## src/hex_record_loader_core_defines.svh

```systemverilog
// ----------------------------------------------------------------------------
// hex_record_loader_core_defines
// Assertion macros shared by the hex record loader RTL.
// ----------------------------------------------------------------------------
`ifndef HEX_RECORD_LOADER_CORE_DEFINES_SVH
`define HEX_RECORD_LOADER_CORE_DEFINES_SVH

// Same-cycle implication, disabled during reset.
`define HRL_ASSERT_NOW(label, ante, cons) \
  label: assert property (@(posedge clk) disable iff (!rst_n) (ante) |-> (cons)) \
    else $error("hex record loader check failed");

// Next-cycle implication, disabled during reset.
`define HRL_ASSERT_NEXT(label, ante, cons) \
  label: assert property (@(posedge clk) disable iff (!rst_n) (ante) |=> (cons)) \
    else $error("hex record loader check failed");

`endif

```

## src/hrl_pkg.sv

```systemverilog
`timescale 1ns / 1ps
// ----------------------------------------------------------------------------
// hrl_pkg
// Types, constants and helpers of the hex record loader.
// ----------------------------------------------------------------------------
package hrl_pkg;

  localparam int unsigned WINDOW_BASE_DEF = 32768;
  localparam int unsigned MEM_SIZE_DEF    = 29184;
  localparam int unsigned QUEUE_DEPTH_DEF = 4;

  localparam int unsigned ADDR_W = 17;

  // Holes in the load window, as offsets from the window base
  localparam logic [ADDR_W-1:0] HOLE1_LO = 17'h003B0;
  localparam logic [ADDR_W-1:0] HOLE1_HI = 17'h003D0;
  localparam logic [ADDR_W-1:0] HOLE2_LO = 17'h003E0;
  localparam logic [ADDR_W-1:0] HOLE2_HI = 17'h003FF;

  localparam logic [14:0] TRAILER_OFS = 15'h03EC;

  typedef struct packed {
    logic [7:0] text_char;
    logic       file_end;
  } in_item_t;

  typedef struct packed {
    logic [14:0] mem_offset;
    logic [7:0]  mem_data;
    logic        is_trailer;
    logic        last;
  } out_item_t;

  typedef enum logic [2:0] {
    POS_LEAD  = 3'd0,
    POS_COUNT = 3'd1,
    POS_ADDR  = 3'd2,
    POS_TYPE  = 3'd3,
    POS_DATA  = 3'd4,
    POS_CSUM  = 3'd5,
    POS_EOL   = 3'd6
  } pos_t;

  typedef enum logic [0:0] {
    CMD_DATA    = 1'b0,
    CMD_TRAILER = 1'b1
  } cmd_kind_t;

  // Data: addr_a = offset, addr_b = byte. Trailer: addr_a = end, addr_b = start.
  typedef struct packed {
    cmd_kind_t   kind;
    logic [15:0] addr_a;
    logic [15:0] addr_b;
  } cmd_t;

  typedef struct packed {
    logic full;
    logic empty;
  } q_status_t;

  function automatic logic [3:0] hex_value(input logic [7:0] c);
    logic [3:0] v;
    v = 4'h0;
    if (c inside {[8'h30:8'h39]}) v = 4'(c - 8'h30);
    else if (c inside {[8'h41:8'h46]}) v = 4'(c - 8'h41 + 8'd10);
    else if (c inside {[8'h61:8'h66]}) v = 4'(c - 8'h61 + 8'd10);
    return v;
  endfunction

endpackage

```

## src/hrl_queue.sv

```systemverilog
`timescale 1ns / 1ps
// ----------------------------------------------------------------------------
// hrl_queue
// Short command queue between the record parser and the write emitter.
// ----------------------------------------------------------------------------
module hrl_queue #(
  parameter int unsigned DEPTH = hrl_pkg::QUEUE_DEPTH_DEF
) (
  input  logic              clk,
  input  logic              rst_n,
  input  logic              push,
  input  hrl_pkg::cmd_t     push_cmd,
  input  logic              pop,
  output hrl_pkg::cmd_t     head_cmd,
  output hrl_pkg::q_status_t status
);
  import hrl_pkg::*;

  localparam int unsigned PTR_W = $clog2(DEPTH);
  localparam int unsigned CNT_W = $clog2(DEPTH + 1);
  localparam logic [PTR_W-1:0] LAST_PTR = PTR_W'(DEPTH - 1);
  localparam logic [CNT_W-1:0] FULL_CNT = CNT_W'(DEPTH);

  cmd_t             mem [DEPTH];
  logic [PTR_W-1:0] wr_ptr_r, wr_ptr_nxt;
  logic [PTR_W-1:0] rd_ptr_r, rd_ptr_nxt;
  logic [CNT_W-1:0] count_r, count_nxt;
  logic             do_push, do_pop;

  assign status.full  = (count_r == FULL_CNT);
  assign status.empty = (count_r == '0);
  assign do_push      = push && !status.full;
  assign do_pop       = pop && !status.empty;
  assign head_cmd     = mem[rd_ptr_r];

  always_comb begin
    wr_ptr_nxt = wr_ptr_r;
    rd_ptr_nxt = rd_ptr_r;
    count_nxt  = count_r;
    if (do_push) begin
      wr_ptr_nxt = (wr_ptr_r == LAST_PTR) ? '0 : wr_ptr_r + 1'b1;
    end
    if (do_pop) begin
      rd_ptr_nxt = (rd_ptr_r == LAST_PTR) ? '0 : rd_ptr_r + 1'b1;
    end
    if (do_push && !do_pop) begin
      count_nxt = count_r + 1'b1;
    end else if (do_pop && !do_push) begin
      count_nxt = count_r - 1'b1;
    end
  end

  always_ff @(posedge clk) begin
    if (!rst_n) begin
      wr_ptr_r <= '0;
      rd_ptr_r <= '0;
      count_r  <= '0;
    end else begin
      wr_ptr_r <= wr_ptr_nxt;
      rd_ptr_r <= rd_ptr_nxt;
      count_r  <= count_nxt;
    end
  end

  always_ff @(posedge clk) begin
    if (do_push) begin
      mem[wr_ptr_r] <= push_cmd;
    end
  end

endmodule

```

## src/hrl_front.sv

```systemverilog
`timescale 1ns / 1ps
// ----------------------------------------------------------------------------
// hrl_front
// Record parser: steps through record fields and queues write commands.
// ----------------------------------------------------------------------------
module hrl_front #(
  parameter int unsigned WINDOW_BASE = hrl_pkg::WINDOW_BASE_DEF,
  parameter int unsigned MEM_SIZE    = hrl_pkg::MEM_SIZE_DEF
) (
  input  logic              clk,
  input  logic              rst_n,
  input  logic              accept,
  input  hrl_pkg::in_item_t item,
  output logic              push,
  output hrl_pkg::cmd_t     push_cmd
);
  import hrl_pkg::*;

  localparam logic [ADDR_W-1:0] BASE17 = {1'b0, 16'(WINDOW_BASE)};
  localparam logic [ADDR_W-1:0] SIZE17 = ADDR_W'(MEM_SIZE);

  pos_t              pos_r, pos_nxt;
  logic [1:0]        dcnt_r, dcnt_nxt;
  logic [7:0]        remain_r, remain_nxt;
  logic [ADDR_W-1:0] rec_r, rec_nxt;
  logic [15:0]       start_r, start_nxt;
  logic [3:0]        hnib_r, hnib_nxt;
  logic              done_r, done_nxt;

  logic [3:0]        nib;
  logic [7:0]        pair;
  logic [ADDR_W-1:0] rec_shift, rec_m1, ofs;
  logic              in_win;
  cmd_t              trailer_cmd;

  assign nib       = hex_value(item.text_char);
  assign pair      = {hnib_r, nib};
  assign rec_shift = {rec_r[ADDR_W-5:0], nib};
  assign rec_m1    = rec_r - 1'b1;
  assign ofs       = rec_r - BASE17;

  always_comb begin
    in_win = (rec_r >= BASE17) && (ofs < SIZE17);
    if (ofs inside {[HOLE1_LO:HOLE1_HI]}) in_win = 1'b0;
    if (ofs inside {[HOLE2_LO:HOLE2_HI]}) in_win = 1'b0;
  end

  always_comb begin
    trailer_cmd.kind   = CMD_TRAILER;
    trailer_cmd.addr_a = rec_m1[15:0];
    trailer_cmd.addr_b = start_r;
  end

  always_comb begin
    pos_nxt    = pos_r;
    dcnt_nxt   = dcnt_r;
    remain_nxt = remain_r;
    rec_nxt    = rec_r;
    start_nxt  = start_r;
    hnib_nxt   = hnib_r;
    done_nxt   = done_r;
    push       = 1'b0;
    push_cmd   = trailer_cmd;
    if (accept) begin
      if (item.file_end) begin
        // Finish if still open, then rearm
        push       = !done_r;
        pos_nxt    = POS_LEAD;
        dcnt_nxt   = '0;
        remain_nxt = '0;
        rec_nxt    = '0;
        start_nxt  = '0;
        hnib_nxt   = '0;
        done_nxt   = 1'b0;
      end else if (!done_r) begin
        case (pos_r)
          POS_LEAD: begin
            pos_nxt  = POS_COUNT;
            dcnt_nxt = '0;
          end
          POS_COUNT: begin
            if (dcnt_r == 2'd0) begin
              hnib_nxt = nib;
              dcnt_nxt = 2'd1;
            end else begin
              remain_nxt = pair;
              dcnt_nxt   = '0;
              if (pair == 8'd0) begin
                push     = 1'b1;
                done_nxt = 1'b1;
              end else begin
                pos_nxt = POS_ADDR;
              end
            end
          end
          POS_ADDR: begin
            rec_nxt = (dcnt_r == 2'd0) ? ADDR_W'(nib) : rec_shift;
            if (dcnt_r == 2'd3) begin
              if (start_r == 16'd0) start_nxt = rec_nxt[15:0];
              dcnt_nxt = '0;
              pos_nxt  = POS_TYPE;
            end else begin
              dcnt_nxt = dcnt_r + 1'b1;
            end
          end
          POS_TYPE: begin
            if (dcnt_r == 2'd0) begin
              dcnt_nxt = 2'd1;
            end else begin
              dcnt_nxt = '0;
              pos_nxt  = (remain_r == 8'd0) ? POS_CSUM : POS_DATA;
            end
          end
          POS_DATA: begin
            if (dcnt_r == 2'd0) begin
              hnib_nxt = nib;
              dcnt_nxt = 2'd1;
            end else begin
              push            = in_win;
              push_cmd.kind   = CMD_DATA;
              push_cmd.addr_a = {1'b0, ofs[14:0]};
              push_cmd.addr_b = {8'h00, pair};
              rec_nxt         = rec_r + 1'b1;
              remain_nxt      = remain_r - 1'b1;
              dcnt_nxt        = '0;
              if (remain_nxt == 8'd0) pos_nxt = POS_CSUM;
            end
          end
          POS_CSUM: begin
            if (dcnt_r == 2'd0) begin
              dcnt_nxt = 2'd1;
            end else begin
              dcnt_nxt = '0;
              pos_nxt  = POS_EOL;
            end
          end
          POS_EOL: begin
            if (dcnt_r == 2'd0) begin
              dcnt_nxt = 2'd1;
            end else begin
              dcnt_nxt = '0;
              pos_nxt  = POS_LEAD;
            end
          end
          default: begin
            pos_nxt  = POS_LEAD;
            dcnt_nxt = '0;
          end
        endcase
      end
    end
  end

  always_ff @(posedge clk) begin
    if (!rst_n) begin
      pos_r    <= POS_LEAD;
      dcnt_r   <= '0;
      remain_r <= '0;
      rec_r    <= '0;
      start_r  <= '0;
      hnib_r   <= '0;
      done_r   <= 1'b0;
    end else begin
      pos_r    <= pos_nxt;
      dcnt_r   <= dcnt_nxt;
      remain_r <= remain_nxt;
      rec_r    <= rec_nxt;
      start_r  <= start_nxt;
      hnib_r   <= hnib_nxt;
      done_r   <= done_nxt;
    end
  end

endmodule

```

## src/hrl_back.sv

```systemverilog
`timescale 1ns / 1ps
// ----------------------------------------------------------------------------
// hrl_back
// Write emitter: turns queued commands into one data write or four trailer writes.
// ----------------------------------------------------------------------------
module hrl_back (
  input  logic                clk,
  input  logic                rst_n,
  input  hrl_pkg::cmd_t       head_cmd,
  input  hrl_pkg::q_status_t  status,
  input  logic                out_stall,
  output logic                out_valid,
  output hrl_pkg::out_item_t  out_data,
  output logic                pop
);
  import hrl_pkg::*;

  logic [1:0] step_r, step_nxt;
  logic       xfer;

  assign out_valid = !status.empty;
  assign xfer      = out_valid && !out_stall;
  assign pop       = xfer && out_data.last;

  always_comb begin
    out_data.mem_offset = head_cmd.addr_a[14:0];
    out_data.mem_data   = head_cmd.addr_b[7:0];
    out_data.is_trailer = 1'b0;
    out_data.last       = 1'b1;
    case (head_cmd.kind)
      CMD_DATA: begin
      end
      CMD_TRAILER: begin
        out_data.mem_offset = TRAILER_OFS + 15'(step_r);
        out_data.is_trailer = 1'b1;
        out_data.last       = (step_r == 2'd3);
        case (step_r)
          2'd0:    out_data.mem_data = head_cmd.addr_a[7:0];
          2'd1:    out_data.mem_data = head_cmd.addr_a[15:8];
          2'd2:    out_data.mem_data = head_cmd.addr_b[7:0];
          default: out_data.mem_data = head_cmd.addr_b[15:8];
        endcase
      end
      default: begin
      end
    endcase
  end

  always_comb begin
    step_nxt = step_r;
    if (xfer) begin
      step_nxt = out_data.last ? 2'd0 : step_r + 1'b1;
    end
  end

  always_ff @(posedge clk) begin
    if (!rst_n) begin
      step_r <= '0;
    end else begin
      step_r <= step_nxt;
    end
  end

endmodule

```

## src/hex_record_loader_core.sv

```systemverilog
`timescale 1ns / 1ps
// ----------------------------------------------------------------------------
// hex_record_loader_core
// Streams a hex-record file in by character and emits memory window writes.
// ----------------------------------------------------------------------------
// Usage:
//   Input channel (in_valid / in_stall / in_data) takes one file character per
//   transfer, or a file_end marker. Output channel (out_valid / out_stall /
//   out_data) carries memory writes: offset, byte, trailer flag, last flag.
//   Throughput: one character per cycle while in_stall is low. A data write is
//   queued when the character that completes its byte is taken, and leaves on
//   out_data once it reaches the queue head. Finishing a load (zero-count
//   record or file_end) produces four trailer writes at 3ECh-3EFh; the command
//   queue absorbs them while characters keep flowing, and in_stall rises only
//   once the queue fills up (queue depth sets how long a trailer or an output
//   stall can be hidden).
//   When the receiver holds out_stall, the current write holds steady and
//   later writes wait in the queue; the parser keeps running until it is full.
//   Synchronous active-low reset returns the parser to the lead character of
//   a fresh load and empties the queue; in_stall is low right after reset.
//   A file_end transfer rearms the block for the next file.
// ----------------------------------------------------------------------------
`include "hex_record_loader_core_defines.svh"

module hex_record_loader_core #(
  parameter int unsigned WINDOW_BASE = hrl_pkg::WINDOW_BASE_DEF,
  parameter int unsigned MEM_SIZE    = hrl_pkg::MEM_SIZE_DEF,
  parameter int unsigned QUEUE_DEPTH = hrl_pkg::QUEUE_DEPTH_DEF
) (
  input  logic               clk,
  input  logic               rst_n,
  input  logic               in_valid,
  output logic               in_stall,
  input  hrl_pkg::in_item_t  in_data,
  output logic               out_valid,
  input  logic               out_stall,
  output hrl_pkg::out_item_t out_data
);
  import hrl_pkg::*;

  logic      in_accept;
  logic      push;
  logic      pop;
  cmd_t      push_cmd;
  cmd_t      head_cmd;
  q_status_t q_status;

  // Stall the sender only when the queue has no room left
  assign in_stall  = q_status.full;
  assign in_accept = in_valid && !in_stall;

  hrl_front #(
    .WINDOW_BASE (WINDOW_BASE),
    .MEM_SIZE    (MEM_SIZE)
  ) u_front (
    .clk      (clk),
    .rst_n    (rst_n),
    .accept   (in_accept),
    .item     (in_data),
    .push     (push),
    .push_cmd (push_cmd)
  );

  // Decouple parsing from emission so each side can stall on its own
  hrl_queue #(
    .DEPTH (QUEUE_DEPTH)
  ) u_queue (
    .clk      (clk),
    .rst_n    (rst_n),
    .push     (push),
    .push_cmd (push_cmd),
    .pop      (pop),
    .head_cmd (head_cmd),
    .status   (q_status)
  );

  hrl_back u_back (
    .clk       (clk),
    .rst_n     (rst_n),
    .head_cmd  (head_cmd),
    .status    (q_status),
    .out_stall (out_stall),
    .out_valid (out_valid),
    .out_data  (out_data),
    .pop       (pop)
  );

  // Plain data writes are always the single, last result of their character
  `HRL_ASSERT_NOW(a_data_is_last, out_valid && !out_data.is_trailer, out_data.last)
  // A trailer sequence, once started, continues with the next trailer write
  `HRL_ASSERT_NEXT(a_trailer_continues,
                   out_valid && !out_stall && out_data.is_trailer && !out_data.last,
                   out_valid && out_data.is_trailer)
  // Trailer writes land only in the trailer slots
  `HRL_ASSERT_NOW(a_trailer_offset, out_valid && out_data.is_trailer,
                  out_data.mem_offset[14:2] == TRAILER_OFS[14:2])
  // Only a pushed command can end the empty state
  `HRL_ASSERT_NEXT(a_no_phantom, q_status.empty && !push, !out_valid)

endmodule
```

## config.mk

```make
export PLATFORM = sky130hd
export DESIGN_NAME = hex_record_loader_core
export DESIGN_NICKNAME = d
export VERILOG_FILES = /design/src/hrl_pkg.sv /design/src/hrl_queue.sv /design/src/hrl_front.sv /design/src/hrl_back.sv /design/src/hex_record_loader_core.sv
export VERILOG_INCLUDE_DIRS = /design/src /design/src/src
export SDC_FILE = /design/constraint.sdc
export NUM_CORES = 1
export LEC_CHECK = 0
export BUFFER_PORTS_ARGS = -buffer_cell sky130_fd_sc_hd__buf_4
export CORE_AREA = 4 4 152 154
export DETAILED_ROUTE_END_ITERATION = 10
export DIE_AREA = 0 0 156 158
export HOLD_SLACK_MARGIN = 0.12
export SYNTH_ARGS = -nofsm -noshare
export SYNTH_HDL_FRONTEND = slang
export SYNTH_SLANG_ARGS = --single-unit
export TNS_END_PERCENT = 5
```

## constraint.sdc

```tcl
create_clock -name clk -period 7.9 [get_ports clk]
set_input_delay 0.79 -clock clk [delete_from_list [all_inputs] [get_ports clk]]
set_output_delay 0.79 -clock clk [all_outputs]
set_load 0.005 [all_outputs]
```

==> run_results.csv <==
group,metric,value,unit
placement,io_buffer_count,39,
logic_synthesis,synthAdderAreaFrac,0.0343,
pwr,power.leakage,3.62,nW
global_routing,track_usage,0.184,
floorplan,die_x,156,µm
placement,dp_hpwl,15.0,mm
pwr,irDropWorstVdd,129,µV
finish,drive_gt1_frac,0.184,
logic_synthesis,synthArstFlopShare,0,
logic_synthesis,synth_most_common_cell,"edfxtp_1",
clocking,cts_resized,0,
floorplan,io_pins,40,
logic_synthesis,synth_edf_count,132,
logic_synthesis,synth_area_leaders,"edfxtp_1 (41%), dfxtp_1 (13%), mux4_2 (7.7%), ha_1 (3.2%), a22oi_1 (2.8%)",
sta,relSlewSlack,0.292,
pwr,power.total,2.11,mW
placement,gp_congestion,0.862,
logic_synthesis,synth.top_cell.area_share,0.409,
run,maxCapViolCount,0,
logic_synthesis,synth_seq_cells,194,
logic_synthesis,syn_nets,853,
finish,area_growth,10.5,%
floorplan,initial_core_util,0.447,
sta,rsz0062_at_grt,"false",
critical_path,cp_top_family,"compound AO/OA/AOI/OAI gates",
finish,fillers,1901,
sta,worst_pin_slew,1.06,ns
critical_path,slowest_stage,"a2111oi_1",
logic_synthesis,synth_top_family_by_area,"simple AND/OR/NAND/NOR gates",
logic_synthesis,synth_cell_types,83,
clocking,cts.path.max_buffers,2,
sta,period_minus_slack,3.94,ns
pwr,pwr-share-seq,0.523,
clocking,clock_latency,0.43,ns
drt,drtPass1Iterations,5,
global_routing,grt_max_degree,45,
logic_synthesis,synth_compound_area_frac,0.123,
global_routing,grt_pass1_wl,35.4,mm
pwr,combinationalPowerShare,0.078,
critical_path,crit_type,"register to register",
floorplan,dieArea,0.0246,mm²
logic_synthesis,ys_warn_count,0,
drt,antenna_left,0,
floorplan,core,0.0217,mm²
logic_synthesis,synth_flop_cell,"edfxtp_1",
global_routing,grt_antenna_before_repair,0,
pwr,switching_share,0.237,
drt,wirelength,22.1,mm
critical_path,worstPathArrival,4.30,ns
logic_synthesis,synth_mux_area_frac,0.0867,
global_routing,grt_pass1_vias,6454,
clocking,numCtsBuffers,17,
logic_synthesis,netlist_area,0.00970,mm²
sta,maxClockFrequency,254,MHz
logic_synthesis,synthSimpleGateAreaFrac,0.152,
sta,finalSetupTns,0,ns
finish,insertedDiodeCount,0,
critical_path,worst_setup_path_start_kind,"register",
clocking,cts-root-buf,"clkbuf_16",
clocking,cts_tree,"yes",
sta,setup_viol_count_final,0,
sta,finalMaxSlewViolations,0,
logic_synthesis,synth_xor_area_frac,0.0262,
drt,drt_iter0_drc,740,
drt,drc,0,
critical_path,max_stage_delay,0.73,ns
outcome,outcome,"finished, final reports clean",
sta,holdWs,0.492,ns
min_path,worst_hold_path_type,"register to register",
clocking,clk_pin_slew_worst_paths,0.08,ns
sta,skew,0.0137,ns
drt,vias,6516,
pwr,power_density,197,mW/mm²
clocking,cts_sinks,194,
pwr,pwr-share-clk,0.399,
drt,wl_per_cell,19.8,µm
finish,final_nets,862,
floorplan,die_height,158,µm
pwr,p_switching,0.501,mW
critical_path,path_buf_inv,2,
logic_synthesis,netlist_instances,814,
floorplan,row_count,54,
logic_synthesis,synth_commonest_cells,"edfxtp_1 (132), nor2_1 (63), dfxtp_1 (62), nand2_1 (44), o21ai_0 (37)",
sta,fin_crit_sh,0.499,
pwr,p_int,1.61,mW
logic_synthesis,synth_top_area_cell,"edfxtp_1",
logic_synthesis,avgSynthCellArea,11.9,µm²
critical_path,critPathCaptureType,"register",
clocking,ctsHoldBuffers,0,
clocking,post_cts_buffers,0,
drt,viasPerCell,5.84,
critical_path,required,8.26,ns
logic_synthesis,seq_area_frac_synth,0.537,
critical_path,path_cells,"nand4_1 > o21ai_0 > a2111oi_2 > a2111oi_1 > o21ai_1 > a21boi_4 > inv_2 > ha_1 > inv_1 > fa_1 > xor2_1 > or3_1 > a21oi_1",
clocking,cts_htree_levels,4,
global_routing,gr-total-overflow,0,
critical_path,critPathMaxFanout,14,
sta,hold_viol,0,
[tightest hold or removal path, cell delays in order, from the launching register on]
cell and delay, ns:
dfxtp_1 0.33, nand2_1 0.06, a21oi_1 0.05
[area by class of cell]
cell class,instances,area [µm²],area share
Clock buffer,19,433,0.0404
Multi-Input combinational cell,530,4090,0.382
Timing Repair Buffer,49,368,0.0343
Inverter,31,116,0.0109
Sequential cell,194,5210,0.486
Clock inverter,13,146,0.0137
Tap cell,280,350,0.0327
[power by group through the flow]
stage / Sequential [mW] / Combinational [mW] / Clock [mW]
3_5_place_dp: 1.13 / 0.167 / 0
4_1_cts: 1.10 / 0.167 / 0.860
5_1_grt: 1.11 / 0.182 / 0.902
3_3_place_gp: 1.13 / 0.163 / 0
2_1_floorplan: 1.12 / 0.112 / 0
6_report: 1.10 / 0.166 / 0.843
[placed cells by master, fill, tap and decap left out, drive strengths merged, types with 6 or more instances in the layout]
| cell | netlist | layout |
|---|---|---|
| nor2b | 17 | 17 |
| xor2 | 11 | 11 |
| buf | 27 | 49 |
| inv | 30 | 36 |
| nor3 | 17 | 17 |
| ha | 25 | 25 |
| mux4 | 33 | 33 |
| nor3b | 6 | 6 |
| o22ai | 8 | 8 |
| o21ai | 43 | 43 |
| nand4 | 9 | 9 |
| dfxtp | 62 | 62 |
| nand2 | 45 | 45 |
| xnor2 | 18 | 18 |
| or2 | 9 | 9 |
| nor4 | 14 | 14 |
| nand2b | 12 | 12 |
| nor2 | 65 | 65 |
| a22oi | 37 | 37 |
| and2 | 20 | 20 |
| edfxtp | 132 | 132 |
| nand3 | 20 | 20 |
| a21oi | 33 | 33 |
| clkbuf | 32 | 19 |
| mux2 | 6 | 6 |
[routing by layer]
layer / global-route usage / routed length [µm]
met1: 0.244 / 9690
met2: 0.310 / 10900
met3: 0.0344 / 1100
met4: 0.0534 / 385
met5: 0 / 0
[metrics by stage]
step / setup slack (ns) / cells / instance area, µm² / util
6_report: 3.96 / 1116 / 10700 / 0.494
5_1_grt: 3.76 / 1116 / 10700 / 0.494
4_1_cts: 4.01 / 1116 / 10700 / 0.494
3_5_place_dp: 3.76 / 1084 / 10100 / 0.467
3_3_place_gp: 3.93 / 1084 / 10100 / 0.467
2_1_floorplan: 4.25 / 814 / 9700 / -
[state kept, by name, indices dropped and copies added, names as in the netlist, named ones only]
name and flops:
u_queue.mem 132, u_front.rec_r 17, u_front.start_r 16, u_front.remain_r 8, u_front.hnib_r 4, u_front.pos_r 3, u_queue.count_r 3, u_back.step_r 2
u_front.dcnt_r 2, u_queue.rd_ptr_r 2, u_queue.wr_ptr_r 2, u_front.done_r 1
[cells by family (layout without fill, tap and decap cells)]
group,Yosys count,after routing
flip-flops,194,194
XOR/XNOR,29,29
AO/OA/AOI/OAI,172,172
buffers and inverters,90,112
adder cells (fa/ha/maj),26,26
AND/OR/NAND/NOR,261,261
multiplexers,42,42
[final timing paths]
kind / start / endpoint / slack (ns) / cells after the start
worst max register to register: u_front.rec_r[6] / u_queue.count_r[2] / 3.96 / 13
worst min register to register: u_front.dcnt_r[1] / u_front.dcnt_r[1] / 0.49 / 2
worst min-delay path: u_front.dcnt_r[1] / u_front.dcnt_r[1] / 0.49 / 2
worst max-delay path: u_front.rec_r[6] / u_queue.count_r[2] / 3.96 / 13
No activity file was read; power rests on OpenSTA's default activity.
